--- src/sv/csl_pkg.sv ---
// Shared types, character codes and keyword table for the C subset lexer.
package csl_pkg;

	// Default widths of the result fields.
	localparam int OFFSET_BITS_DEF = 20;
	localparam int VALUE_BITS_DEF  = 31;
	localparam int LENGTH_BITS_DEF = 8;

	// Most tokens one source byte can cause, and the keyword prefix store.
	localparam int MAX_RESULTS  = 3;
	localparam int PREFIX_CHARS = 6;
	localparam int PREFIX_BITS  = 8 * PREFIX_CHARS;
	localparam int KW_COUNT     = 6;

	// Scanner modes.
	typedef enum logic [3:0] {
		M_IDLE,
		M_WORD,
		M_NUM,
		M_OP,
		M_SLASH,
		M_LINE,
		M_BLOCK,
		M_STAR,
		M_ERR
	} mode_t;

	// Token kinds.
	localparam logic [2:0] K_PUNCT   = 3'd0;
	localparam logic [2:0] K_IDENT   = 3'd1;
	localparam logic [2:0] K_KEYWORD = 3'd2;
	localparam logic [2:0] K_NUMBER  = 3'd3;
	localparam logic [2:0] K_END     = 3'd4;
	localparam logic [2:0] K_ERROR   = 3'd5;

	// Characters with a meaning of their own.
	localparam logic [7:0] CH_SLASH = 8'h2f;
	localparam logic [7:0] CH_STAR  = 8'h2a;
	localparam logic [7:0] CH_EQ    = 8'h3d;
	localparam logic [7:0] CH_LT    = 8'h3c;
	localparam logic [7:0] CH_GT    = 8'h3e;
	localparam logic [7:0] CH_BANG  = 8'h21;
	localparam logic [7:0] CH_NL    = 8'h0a;

	// Keywords packed first character high, with their lengths.
	localparam logic [PREFIX_BITS-1:0] KW_PACK [KW_COUNT] = '{
		48'h0000_0000_6966,
		48'h0000_656c_7365,
		48'h0077_6869_6c65,
		48'h0000_0066_6f72,
		48'h7265_7475_726e,
		48'h0000_0069_6e74
	};
	localparam logic [2:0] KW_LEN [KW_COUNT] = '{3'd2, 3'd4, 3'd5, 3'd3, 3'd6, 3'd3};

	// Result of a keyword lookup.
	typedef struct packed {
		logic       hit;
		logic [2:0] idx;
	} kw_hit_t;

	// Control from the scanner to the result queue.
	typedef struct packed {
		logic       load;
		logic [1:0] cnt;
	} obuf_ctl_t;

	function automatic logic is_alpha(input logic [7:0] c);
		return (c >= 8'h61 && c <= 8'h7a) || (c >= 8'h41 && c <= 8'h5a) || c == 8'h5f;
	endfunction

	function automatic logic is_digit(input logic [7:0] c);
		return c >= 8'h30 && c <= 8'h39;
	endfunction

	function automatic logic is_space(input logic [7:0] c);
		return c == 8'h20 || (c >= 8'h09 && c <= 8'h0d);
	endfunction

	function automatic logic is_punct(input logic [7:0] c);
		return c == 8'h2b || c == 8'h2d || c == CH_STAR || c == 8'h28 || c == 8'h29 ||
			c == 8'h3b || c == 8'h7b || c == 8'h7d || c == 8'h26 || c == 8'h2c;
	endfunction

	function automatic logic is_op(input logic [7:0] c);
		return c == CH_EQ || c == CH_LT || c == CH_GT || c == CH_BANG;
	endfunction

	// Matches a word against the keyword table; len is the clamped word length.
	function automatic kw_hit_t kw_lookup(input logic [PREFIX_BITS-1:0] prefix,
			input logic [2:0] len);
		kw_hit_t r;
		r = '0;
		for (int k = KW_COUNT - 1; k >= 0; k--) begin
			if (len == KW_LEN[k] && prefix == KW_PACK[k]) begin
				r.hit = 1'b1;
				r.idx = 3'(k);
			end
		end
		return r;
	endfunction

endpackage

--- src/sv/csl_obuf.sv ---
// Three-entry result queue that hands the tokens of one byte out one beat at a time.
module csl_obuf #(
	parameter int DATA_BITS = 88
) (
	input  logic                                           clk,
	input  logic                                           arst_n,
	input  csl_pkg::obuf_ctl_t                             ctl,
	input  logic [csl_pkg::MAX_RESULTS-1:0][DATA_BITS-1:0] din,
	output logic                                           room,
	output logic                                           m_tvalid,
	input  logic                                           m_tready,
	output logic [DATA_BITS-1:0]                           m_tdata,
	output logic                                           m_tlast
);

	logic [1:0]                                     cnt_q;
	logic [csl_pkg::MAX_RESULTS-1:0][DATA_BITS-1:0] slot_q;
	logic                                           pop;

	// The head entry is on the bus; the final token of a byte carries tlast.
	assign m_tvalid = cnt_q != 2'd0;
	assign m_tdata  = slot_q[0];
	assign m_tlast  = cnt_q == 2'd1;
	assign pop      = m_tvalid && m_tready;

	// A new set may be loaded once the queue is empty after this edge.
	assign room = (cnt_q == 2'd0) || (cnt_q == 2'd1 && m_tready);

	// Fill count.
	always_ff @(posedge clk or negedge arst_n) begin
		if (!arst_n) begin
			cnt_q <= 2'd0;
		end else if (ctl.load) begin
			cnt_q <= ctl.cnt;
		end else if (pop) begin
			cnt_q <= cnt_q - 2'd1;
		end
	end

	// Entries shift towards the head as beats leave.
	always_ff @(posedge clk) begin
		if (ctl.load) begin
			slot_q <= din;
		end else if (pop) begin
			slot_q[0] <= slot_q[1];
			slot_q[1] <= slot_q[2];
		end
	end

	a_load_room: assert property (@(posedge clk) disable iff (!arst_n)
		ctl.load |-> room)
		else $error("result queue loaded while still holding tokens");

	a_drain: assert property (@(posedge clk) disable iff (!arst_n)
		(pop && !ctl.load && cnt_q > 2'd1) |=> cnt_q == $past(cnt_q) - 2'd1)
		else $error("result queue lost or repeated a token");

	a_show: assert property (@(posedge clk) disable iff (!arst_n)
		(ctl.load && ctl.cnt != 2'd0) |=> m_tvalid)
		else $error("loaded tokens not offered");

endmodule

--- src/sv/c_subset_lexer.sv ---
// Top level of the C subset lexer: input register, scanner state and token formation.
//
// Channel | Dir | tdata (low bit up)                               | tlast
// s_      | in  | source_byte                                      | end_of_text
// m_      | out | token_kind, start_offset, token_length,          | last_of_run
//         |     | number_value, keyword_index, first_char,         |
//         |     | second_char, zero fill to whole bytes            |
//
// One byte is taken per cycle while each byte yields at most one token and m_tready is
// high. A byte that yields two or three tokens holds the input until the three-entry
// result queue, which hands out one token per beat, is down to its last. The first token
// of a byte is offered once the queue is loaded and can leave at the following edge.
// Reset clears the input register, the scanner state and the queue; no clearing pass.
// A stalled output keeps tokens in the queue and the input register then holds its byte.
module c_subset_lexer #(
	parameter int OFFSET_BITS = csl_pkg::OFFSET_BITS_DEF,
	parameter int VALUE_BITS  = csl_pkg::VALUE_BITS_DEF,
	parameter int LENGTH_BITS = csl_pkg::LENGTH_BITS_DEF,
	localparam int TOK_BITS   = 3 + OFFSET_BITS + LENGTH_BITS + VALUE_BITS + 3 + 8 + 8,
	localparam int DATA_BITS  = ((TOK_BITS + 7) / 8) * 8
) (
	input  logic                 clk,
	input  logic                 arst_n,
	input  logic                 s_tvalid,
	output logic                 s_tready,
	input  logic [7:0]           s_tdata,   // source_byte
	input  logic                 s_tlast,
	output logic                 m_tvalid,
	input  logic                 m_tready,
	output logic [DATA_BITS-1:0] m_tdata,   // kind, start, length, value, keyword, c1, c2
	output logic                 m_tlast
);

	localparam int PB = csl_pkg::PREFIX_BITS;
	localparam int NR = csl_pkg::MAX_RESULTS;

	// One token; the field declared last, kind, sits in the lowest bits.
	typedef struct packed {
		logic [7:0]             c2;
		logic [7:0]             c1;
		logic [2:0]             kw;
		logic [VALUE_BITS-1:0]  val;
		logic [LENGTH_BITS-1:0] len;
		logic [OFFSET_BITS-1:0] start;
		logic [2:0]             kind;
	} tok_t;

	function automatic tok_t mk_tok(input logic [2:0] kind, input logic [OFFSET_BITS-1:0] start,
			input logic [LENGTH_BITS-1:0] len, input logic [VALUE_BITS-1:0] val,
			input logic [2:0] kw, input logic [7:0] c1, input logic [7:0] c2);
		tok_t t;
		t.kind  = kind;
		t.start = start;
		t.len   = len;
		t.val   = val;
		t.kw    = kw;
		t.c1    = c1;
		t.c2    = c2;
		return t;
	endfunction

	// Input register.
	logic       valid_s1;
	logic [7:0] byte_s1;
	logic       last_s1;

	// Scanner state.
	csl_pkg::mode_t         mode_q, mode_d;
	logic [OFFSET_BITS-1:0] pos_q, pos_d;
	logic [OFFSET_BITS-1:0] start_q, start_d;
	logic [LENGTH_BITS-1:0] cnt_q, cnt_d;
	logic [VALUE_BITS-1:0]  acc_q, acc_d;
	logic [PB-1:0]          prefix_q, prefix_d;
	logic [7:0]             held_q, held_d;

	logic                      room;
	logic                      step_go;
	logic                      fresh;
	logic [1:0]                n;
	tok_t [NR-1:0]             res;
	logic [NR-1:0][DATA_BITS-1:0] din;
	csl_pkg::obuf_ctl_t        ctl;
	csl_pkg::kw_hit_t          kw_cur, kw_nxt;
	logic [2:0]                len_cur, len_nxt;
	logic [VALUE_BITS+3:0]     acc_x, acc_sum;
	logic [LENGTH_BITS-1:0]    cnt_inc;

	// The byte in the input register is worked once the queue can take its tokens.
	assign step_go  = valid_s1 && room;
	assign s_tready = !valid_s1 || room;

	always_ff @(posedge clk or negedge arst_n) begin
		if (!arst_n) begin
			valid_s1 <= 1'b0;
		end else if (s_tready) begin
			valid_s1 <= s_tvalid;
		end
	end

	always_ff @(posedge clk) begin
		if (s_tvalid && s_tready) begin
			byte_s1 <= s_tdata;
			last_s1 <= s_tlast;
		end
	end

	// Keyword lookup for the word now held.
	assign len_cur = (cnt_q < LENGTH_BITS'(7)) ? cnt_q[2:0] : 3'd7;
	assign kw_cur  = csl_pkg::kw_lookup(prefix_q, len_cur);

	// Decimal step: acc * 10 + digit by shift and add, saturating.
	assign acc_x   = (VALUE_BITS + 4)'(acc_q);
	assign acc_sum = (acc_x << 3) + (acc_x << 1) + (VALUE_BITS + 4)'(byte_s1[3:0]);
	assign cnt_inc = (cnt_q != '1) ? cnt_q + LENGTH_BITS'(1) : cnt_q;

	// Next state and the tokens caused by this byte.
	always_comb begin
		mode_d   = mode_q;
		pos_d    = pos_q + OFFSET_BITS'(1);
		start_d  = start_q;
		cnt_d    = cnt_q;
		acc_d    = acc_q;
		prefix_d = prefix_q;
		held_d   = held_q;
		n        = 2'd0;
		res      = '0;
		fresh    = 1'b0;
		len_nxt  = 3'd0;
		kw_nxt   = '0;

		unique case (mode_q)
			csl_pkg::M_ERR: begin
			end
			csl_pkg::M_LINE: begin
				if (byte_s1 == csl_pkg::CH_NL) mode_d = csl_pkg::M_IDLE;
			end
			csl_pkg::M_BLOCK: begin
				if (byte_s1 == csl_pkg::CH_STAR) mode_d = csl_pkg::M_STAR;
			end
			csl_pkg::M_STAR: begin
				if (byte_s1 == csl_pkg::CH_SLASH) mode_d = csl_pkg::M_IDLE;
				else if (byte_s1 != csl_pkg::CH_STAR) mode_d = csl_pkg::M_BLOCK;
			end
			csl_pkg::M_WORD: begin
				if (csl_pkg::is_alpha(byte_s1) || csl_pkg::is_digit(byte_s1)) begin
					if (cnt_q < LENGTH_BITS'(csl_pkg::PREFIX_CHARS))
						prefix_d = {prefix_q[PB-9:0], byte_s1};
					cnt_d = cnt_inc;
				end else begin
					res[n] = mk_tok(kw_cur.hit ? csl_pkg::K_KEYWORD : csl_pkg::K_IDENT,
						start_q, cnt_q, '0, kw_cur.hit ? kw_cur.idx : 3'd0, 8'd0, 8'd0);
					n = n + 2'd1;
					fresh = 1'b1;
				end
			end
			csl_pkg::M_NUM: begin
				if (csl_pkg::is_digit(byte_s1)) begin
					if (acc_sum > (VALUE_BITS + 4)'({VALUE_BITS{1'b1}}))
						acc_d = '1;
					else
						acc_d = acc_sum[VALUE_BITS-1:0];
					cnt_d = cnt_inc;
				end else begin
					res[n] = mk_tok(csl_pkg::K_NUMBER, start_q, cnt_q, acc_q, 3'd0, 8'd0, 8'd0);
					n = n + 2'd1;
					fresh = 1'b1;
				end
			end
			csl_pkg::M_OP: begin
				if (byte_s1 == csl_pkg::CH_EQ) begin
					res[n] = mk_tok(csl_pkg::K_PUNCT, start_q, LENGTH_BITS'(2), '0, 3'd0,
						held_q, csl_pkg::CH_EQ);
					n = n + 2'd1;
					mode_d = csl_pkg::M_IDLE;
				end else begin
					res[n] = mk_tok(csl_pkg::K_PUNCT, start_q, LENGTH_BITS'(1), '0, 3'd0,
						held_q, 8'd0);
					n = n + 2'd1;
					fresh = 1'b1;
				end
			end
			csl_pkg::M_SLASH: begin
				if (byte_s1 == csl_pkg::CH_SLASH) begin
					mode_d = csl_pkg::M_LINE;
				end else if (byte_s1 == csl_pkg::CH_STAR) begin
					mode_d = csl_pkg::M_BLOCK;
				end else begin
					res[n] = mk_tok(csl_pkg::K_PUNCT, start_q, LENGTH_BITS'(1), '0, 3'd0,
						csl_pkg::CH_SLASH, 8'd0);
					n = n + 2'd1;
					fresh = 1'b1;
				end
			end
			csl_pkg::M_IDLE: begin
				fresh = 1'b1;
			end
			default: begin
				fresh = 1'b1;
			end
		endcase

		// The byte begins something new.
		if (fresh) begin
			mode_d  = csl_pkg::M_IDLE;
			start_d = pos_q;
			priority if (csl_pkg::is_space(byte_s1)) begin
			end else if (byte_s1 == csl_pkg::CH_SLASH) begin
				mode_d = csl_pkg::M_SLASH;
			end else if (csl_pkg::is_punct(byte_s1)) begin
				res[n] = mk_tok(csl_pkg::K_PUNCT, pos_q, LENGTH_BITS'(1), '0, 3'd0,
					byte_s1, 8'd0);
				n = n + 2'd1;
			end else if (csl_pkg::is_op(byte_s1)) begin
				held_d = byte_s1;
				mode_d = csl_pkg::M_OP;
			end else if (csl_pkg::is_alpha(byte_s1)) begin
				prefix_d = PB'(byte_s1);
				cnt_d    = LENGTH_BITS'(1);
				mode_d   = csl_pkg::M_WORD;
			end else if (csl_pkg::is_digit(byte_s1)) begin
				acc_d  = VALUE_BITS'(byte_s1[3:0]);
				cnt_d  = LENGTH_BITS'(1);
				mode_d = csl_pkg::M_NUM;
			end else begin
				res[n] = mk_tok(csl_pkg::K_ERROR, pos_q, LENGTH_BITS'(1), '0, 3'd0,
					byte_s1, 8'd0);
				n = n + 2'd1;
				mode_d = csl_pkg::M_ERR;
			end
		end

		// Final byte: flush the pending token, send the end token, start over.
		if (last_s1) begin
			if (mode_d == csl_pkg::M_WORD) begin
				// The word as it stands after this byte is looked up before the state clears.
				len_nxt = (cnt_d < LENGTH_BITS'(7)) ? cnt_d[2:0] : 3'd7;
				kw_nxt  = csl_pkg::kw_lookup(prefix_d, len_nxt);
				res[n] = mk_tok(kw_nxt.hit ? csl_pkg::K_KEYWORD : csl_pkg::K_IDENT,
					start_d, cnt_d, '0, kw_nxt.hit ? kw_nxt.idx : 3'd0, 8'd0, 8'd0);
				n = n + 2'd1;
			end else if (mode_d == csl_pkg::M_NUM) begin
				res[n] = mk_tok(csl_pkg::K_NUMBER, start_d, cnt_d, acc_d, 3'd0, 8'd0, 8'd0);
				n = n + 2'd1;
			end else if (mode_d == csl_pkg::M_OP) begin
				res[n] = mk_tok(csl_pkg::K_PUNCT, start_d, LENGTH_BITS'(1), '0, 3'd0,
					held_d, 8'd0);
				n = n + 2'd1;
			end else if (mode_d == csl_pkg::M_SLASH) begin
				res[n] = mk_tok(csl_pkg::K_PUNCT, start_d, LENGTH_BITS'(1), '0, 3'd0,
					csl_pkg::CH_SLASH, 8'd0);
				n = n + 2'd1;
			end
			res[n] = mk_tok(csl_pkg::K_END, pos_d, '0, '0, 3'd0, 8'd0, 8'd0);
			n = n + 2'd1;
			mode_d   = csl_pkg::M_IDLE;
			pos_d    = '0;
			start_d  = '0;
			cnt_d    = '0;
			acc_d    = '0;
			prefix_d = '0;
			held_d   = '0;
		end
	end

	// Scanner state register.
	always_ff @(posedge clk or negedge arst_n) begin
		if (!arst_n) begin
			mode_q   <= csl_pkg::M_IDLE;
			pos_q    <= '0;
			start_q  <= '0;
			cnt_q    <= '0;
			acc_q    <= '0;
			prefix_q <= '0;
			held_q   <= '0;
		end else if (step_go) begin
			mode_q   <= mode_d;
			pos_q    <= pos_d;
			start_q  <= start_d;
			cnt_q    <= cnt_d;
			acc_q    <= acc_d;
			prefix_q <= prefix_d;
			held_q   <= held_d;
		end
	end

	// Tokens widened to the bus with zero fill.
	always_comb begin
		for (int i = 0; i < NR; i++) din[i] = DATA_BITS'(res[i]);
	end

	assign ctl.load = step_go;
	assign ctl.cnt  = n;

	csl_obuf #(
		.DATA_BITS(DATA_BITS)
	) u_obuf (
		.clk      (clk),
		.arst_n   (arst_n),
		.ctl      (ctl),
		.din      (din),
		.room     (room),
		.m_tvalid (m_tvalid),
		.m_tready (m_tready),
		.m_tdata  (m_tdata),
		.m_tlast  (m_tlast)
	);

endmodule

--- config.mk ---
export PLATFORM = sky130hd
export DESIGN_NAME = c_subset_lexer
export DESIGN_NICKNAME = d
export VERILOG_FILES = /design/src/sv/csl_pkg.sv /design/src/sv/csl_obuf.sv /design/src/sv/c_subset_lexer.sv
export SDC_FILE = /design/constraint.sdc
export NUM_CORES = 1
export LEC_CHECK = 0
export CAP_MARGIN = 30
export CORE_MARGIN = 8
export CORE_UTILIZATION = 65
export CTS_CLUSTER_DIAMETER = 30
export DETAILED_ROUTE_END_ITERATION = 10
export DONT_BUFFER_PORTS = 1
export PLACE_DENSITY = 0.87
export SETUP_SLACK_MARGIN = 0.15
export SKIP_CTS_REPAIR_TIMING = 1
export SLEW_MARGIN = 40
export SYNTH_ARGS = -nofsm -noshare
export SYNTH_HDL_FRONTEND = slang
export SYNTH_HIERARCHICAL = 1
export SYNTH_SLANG_ARGS = --single-unit
--- constraint.sdc ---
create_clock -name clk -period 17.9 [get_ports clk]
set_input_delay 2.685 -clock clk [delete_from_list [all_inputs] [get_ports clk]]
set_output_delay 2.685 -clock clk [all_outputs]
set_load 0.02 [all_outputs]
==> results.toml <==
[power_and_ir_drop]
power_density_mw_per_mm2 = 186
p_int_uw = 3330
switchingPower_uw = 2020
clkPwrFrac_pct = 33.6
comb_power_share_pct = 31.9
vdd_drop_max_v = 0.000124
swShare_pct = 37.8
pwr-share-seq_pct = 34.5
leakage_uw = 0.0114

[final_layout]
fin_cells = 3074
nets = 2567
num_antenna_cells = 0
areaGrowthSynthToFinish_pct = 12.1
drive_gt1_share_pct = 16.9
filler_cell_count = 2581
final_common_cell = "nand2_1"
mostFrequentLayoutCells = "nand2_1 (286), edfxtp_1 (273), nor2_1 (215)"

[timing]
clock.fmax_mhz = 142
grt_setup_unrepaired = "no"
tightest_slew_ns = 0.892
min_period_ns = 7.04
final.setup.tns_ns = 0
hold_violations = 0
max-slew-margin-rel_pct = 40.0
period_share_pct = 39.3
slew_viol_final = 0
setup_viol = 0
fin_skew_ns = 0.0229

[die]
ios = 104
rows = 72
dieArea_mm2 = 0.0460
die_h_um = 215
start_util_pct = 66.0
coreArea_mm2 = 0.0388
fp.dieW_um = 215

[placed_design]
port-buffer-count = 0
post-place-cells = 2901
place_congestion = 1.01
place_hpwl_um = 48600

[yosys]
synth-seq-cells = 415
async_flop_share_pct = 34.2
synth_top_area_share_pct = 32.0
synth_cell_type_count = 108
yosys_warnings = 6
ys.flop_type = "edfxtp_1"
synth-edff-count = 273
synth_area_mm2 = 0.0256
yosysSeqAreaShare_pct = 45.9
synthAdderAreaFrac_pct = 3.72
ys_top_cells_by_area = "edfxtp_1 (32%), dfrtp_1 (14%), mux2_2 (7.9%)"
syn_avg_cell_area_um2 = 9.91
synth_top_family_by_area = "compound AO/OA/AOI/OAI gates"
synthSimpleGateAreaFrac_pct = 16.9
synth_compound_area_share_pct = 17.2
synthXorXnorAreaFrac_pct = 1.33
synthMuxAreaShare_pct = 8.77
postSynthCellCount = 2586
yosysTopAreaCell = "edfxtp_1"

[drt]
drtIter0Drc = 3048
vias = 21300
routed_wl_um = 75500
vias_per_cell = 6.91
drtPass1Iterations = 10
wl_per_cell_um = 24.6
ant_nets = 0
drc_errors = 0

[job]
maxCapViolations = 0

[worst_setup_path]
start_kind = "flip-flop"
crit_type = "reg -> reg"
end_kind = "flip-flop"
cp.arrival_ns = 7.40
cp_max_fo = 33
worstPathRequired_ns = 18.26
r2r_start = "byte_s1[1]$_DFFE_PP_"
startpoint = "byte_s1[1]$_DFFE_PP_"

[clock_network]
cts.sinks = 415
path_clk_slew_ns = 0.05
cts_buffers = 92
htreeDepth = 3
cts_tree = "built"
clock_path_buffers = 3
cts_root_buffer = "clkbuf_16"
worst_skew_pair.late_latency_ns = 0.62

[grt]
groute.usage.overall_pct = 31.8
grt_max_degree = 143
antenna_found_initial = 7
grt_pass1_vias = 20900
grt_pass1_wl_um = 118000
grt_overflow = 0

[outcome]
status = "finished clean"

[min_path]
hold_path_class = "reg -> reg"
holdCritStartpoint = "held_q[6]$_DFFE_PN0P_"
[power by group through the flow]
stage               clock, uW  sequential (uW)  combinational (uW)
floorplan                   0             1620                1500
CTS                      1800             1850                1660
finish                   1800             1840                1700
global placement            0             1840                1560
global route             1850             1870                1800
detailed placement          0             1860                1640
[final timing paths]
kind,cells past startpoint,endpoint,slack [ns]
max,22,u_obuf/m_tdata[18]$_DFFE_PP_,10.86
min,1,held_q[6]$_DFFE_PN0P_,0.50
max reg2reg,22,u_obuf/m_tdata[18]$_DFFE_PP_,10.86
min reg2reg,1,held_q[6]$_DFFE_PN0P_,0.50
max in group asynchronous,0,acc_q[25]$_DFFE_PN0P_,15.79
min in group asynchronous,0,prefix_q[37]$_DFFE_PN0P_,1.77
[per-stage QoR]
stage,utilization [%],total power [uW],area [um^2],hold WS (ns),worst slack [ns]
final,74.0,5340,28700,0.502,10.86
after CTS,73.8,5300,28700,0.501,10.71
after global routing,74.0,5530,28700,0.508,10.50
after detailed placement,65.3,3490,25300,0.484,10.74
after floorplan,-,3120,25800,0.454,8.82
after global placement,65.0,3400,25200,0.474,11.05
[cells in the mapped netlist (21+ instances only)]
cell / instances
ha_1: 73
a21oi_1: 116
nor4_1: 30
nor3_1: 56
mux2_2: 179
buf_2: 48
nor2_1: 219
clkbuf_1: 122
o21ai_0: 206
inv_1: 37
a22oi_1: 31
a21o_1: 29
mux2i_1: 21
o22ai_1: 26
a22o_1: 45
buf_4: 94
dfrtp_1: 142
xor2_1: 21
nand3_1: 86
edfxtp_1: 273
nand2_1: 288
and3_1: 28
nand2b_1: 21
[state kept, by name (all words and copies together) (netlist names)]
name            count
valid_s1            1
acc_q              31
mode_q              4
last_s1             1
start_q            20
held_q              8
u_obuf/cnt_q        2
prefix_q           48
cnt_q               8
u_obuf/m_tdata     88
u_obuf/slot_q     176
byte_s1             8
pos_q              20
[kinds of logic (layout without fill, tap and decap cells)]
kind of cell / count (synthesis) / after routing
other: 1 / 42
multiplexers: 202 / 202
AND/OR/NAND/NOR: 884 / 884
flip-flops: 415 / 415
XOR/XNOR: 39 / 39
AO/OA/AOI/OAI: 663 / 663
buffers and inverters: 307 / 236
adder cells (fa/ha/maj): 75 / 75
[metal layers]
layer	part of all wire (%)	vias to the layer above	global-route usage, %
li1	-	9325	-
met1	38	10300	40.2
met2	48	1327	52.3
met3	9.5	301	6.80
met4	4.4	12	14.2
met5	0.11	-	0
[worst max-delay path, cell delays in order (launching register included)]
cell	delay (ns)
edfxtp_1	0.86
o21ai_0	0.18
and3_1	0.30
inv_1	0.21
o21ai_2	0.18
nor2_1	0.54
nor3_2	0.10
buf_4	0.25
inv_2	0.43
or3_1	0.22
o31ai_1	0.07
a21oi_1	0.40
ha_1	0.33
nand2_1	0.06
a21boi_0	0.36
ha_1	0.38
nand2_1	0.09
buf_4	0.29
o21a_1	0.43
a21oi_2	0.39
o21ai_1	0.12
a221o_1	0.31
mux2_2	0.28
[final cells by class]
cell class | count | area [um^2] | area share, %
sequential | 415 | 11800 | 40.9
multi-input combinational | 1905 | 12500 | 43.7
clock buffer | 107 | 2450 | 8.54
clock inverter | 64 | 865 | 3.01
tap | 518 | 648 | 2.26
timing repair buffer | 28 | 307 | 1.07
inverter | 37 | 146 | 0.510
No activity file was read; power rests on OpenSTA's default activity.
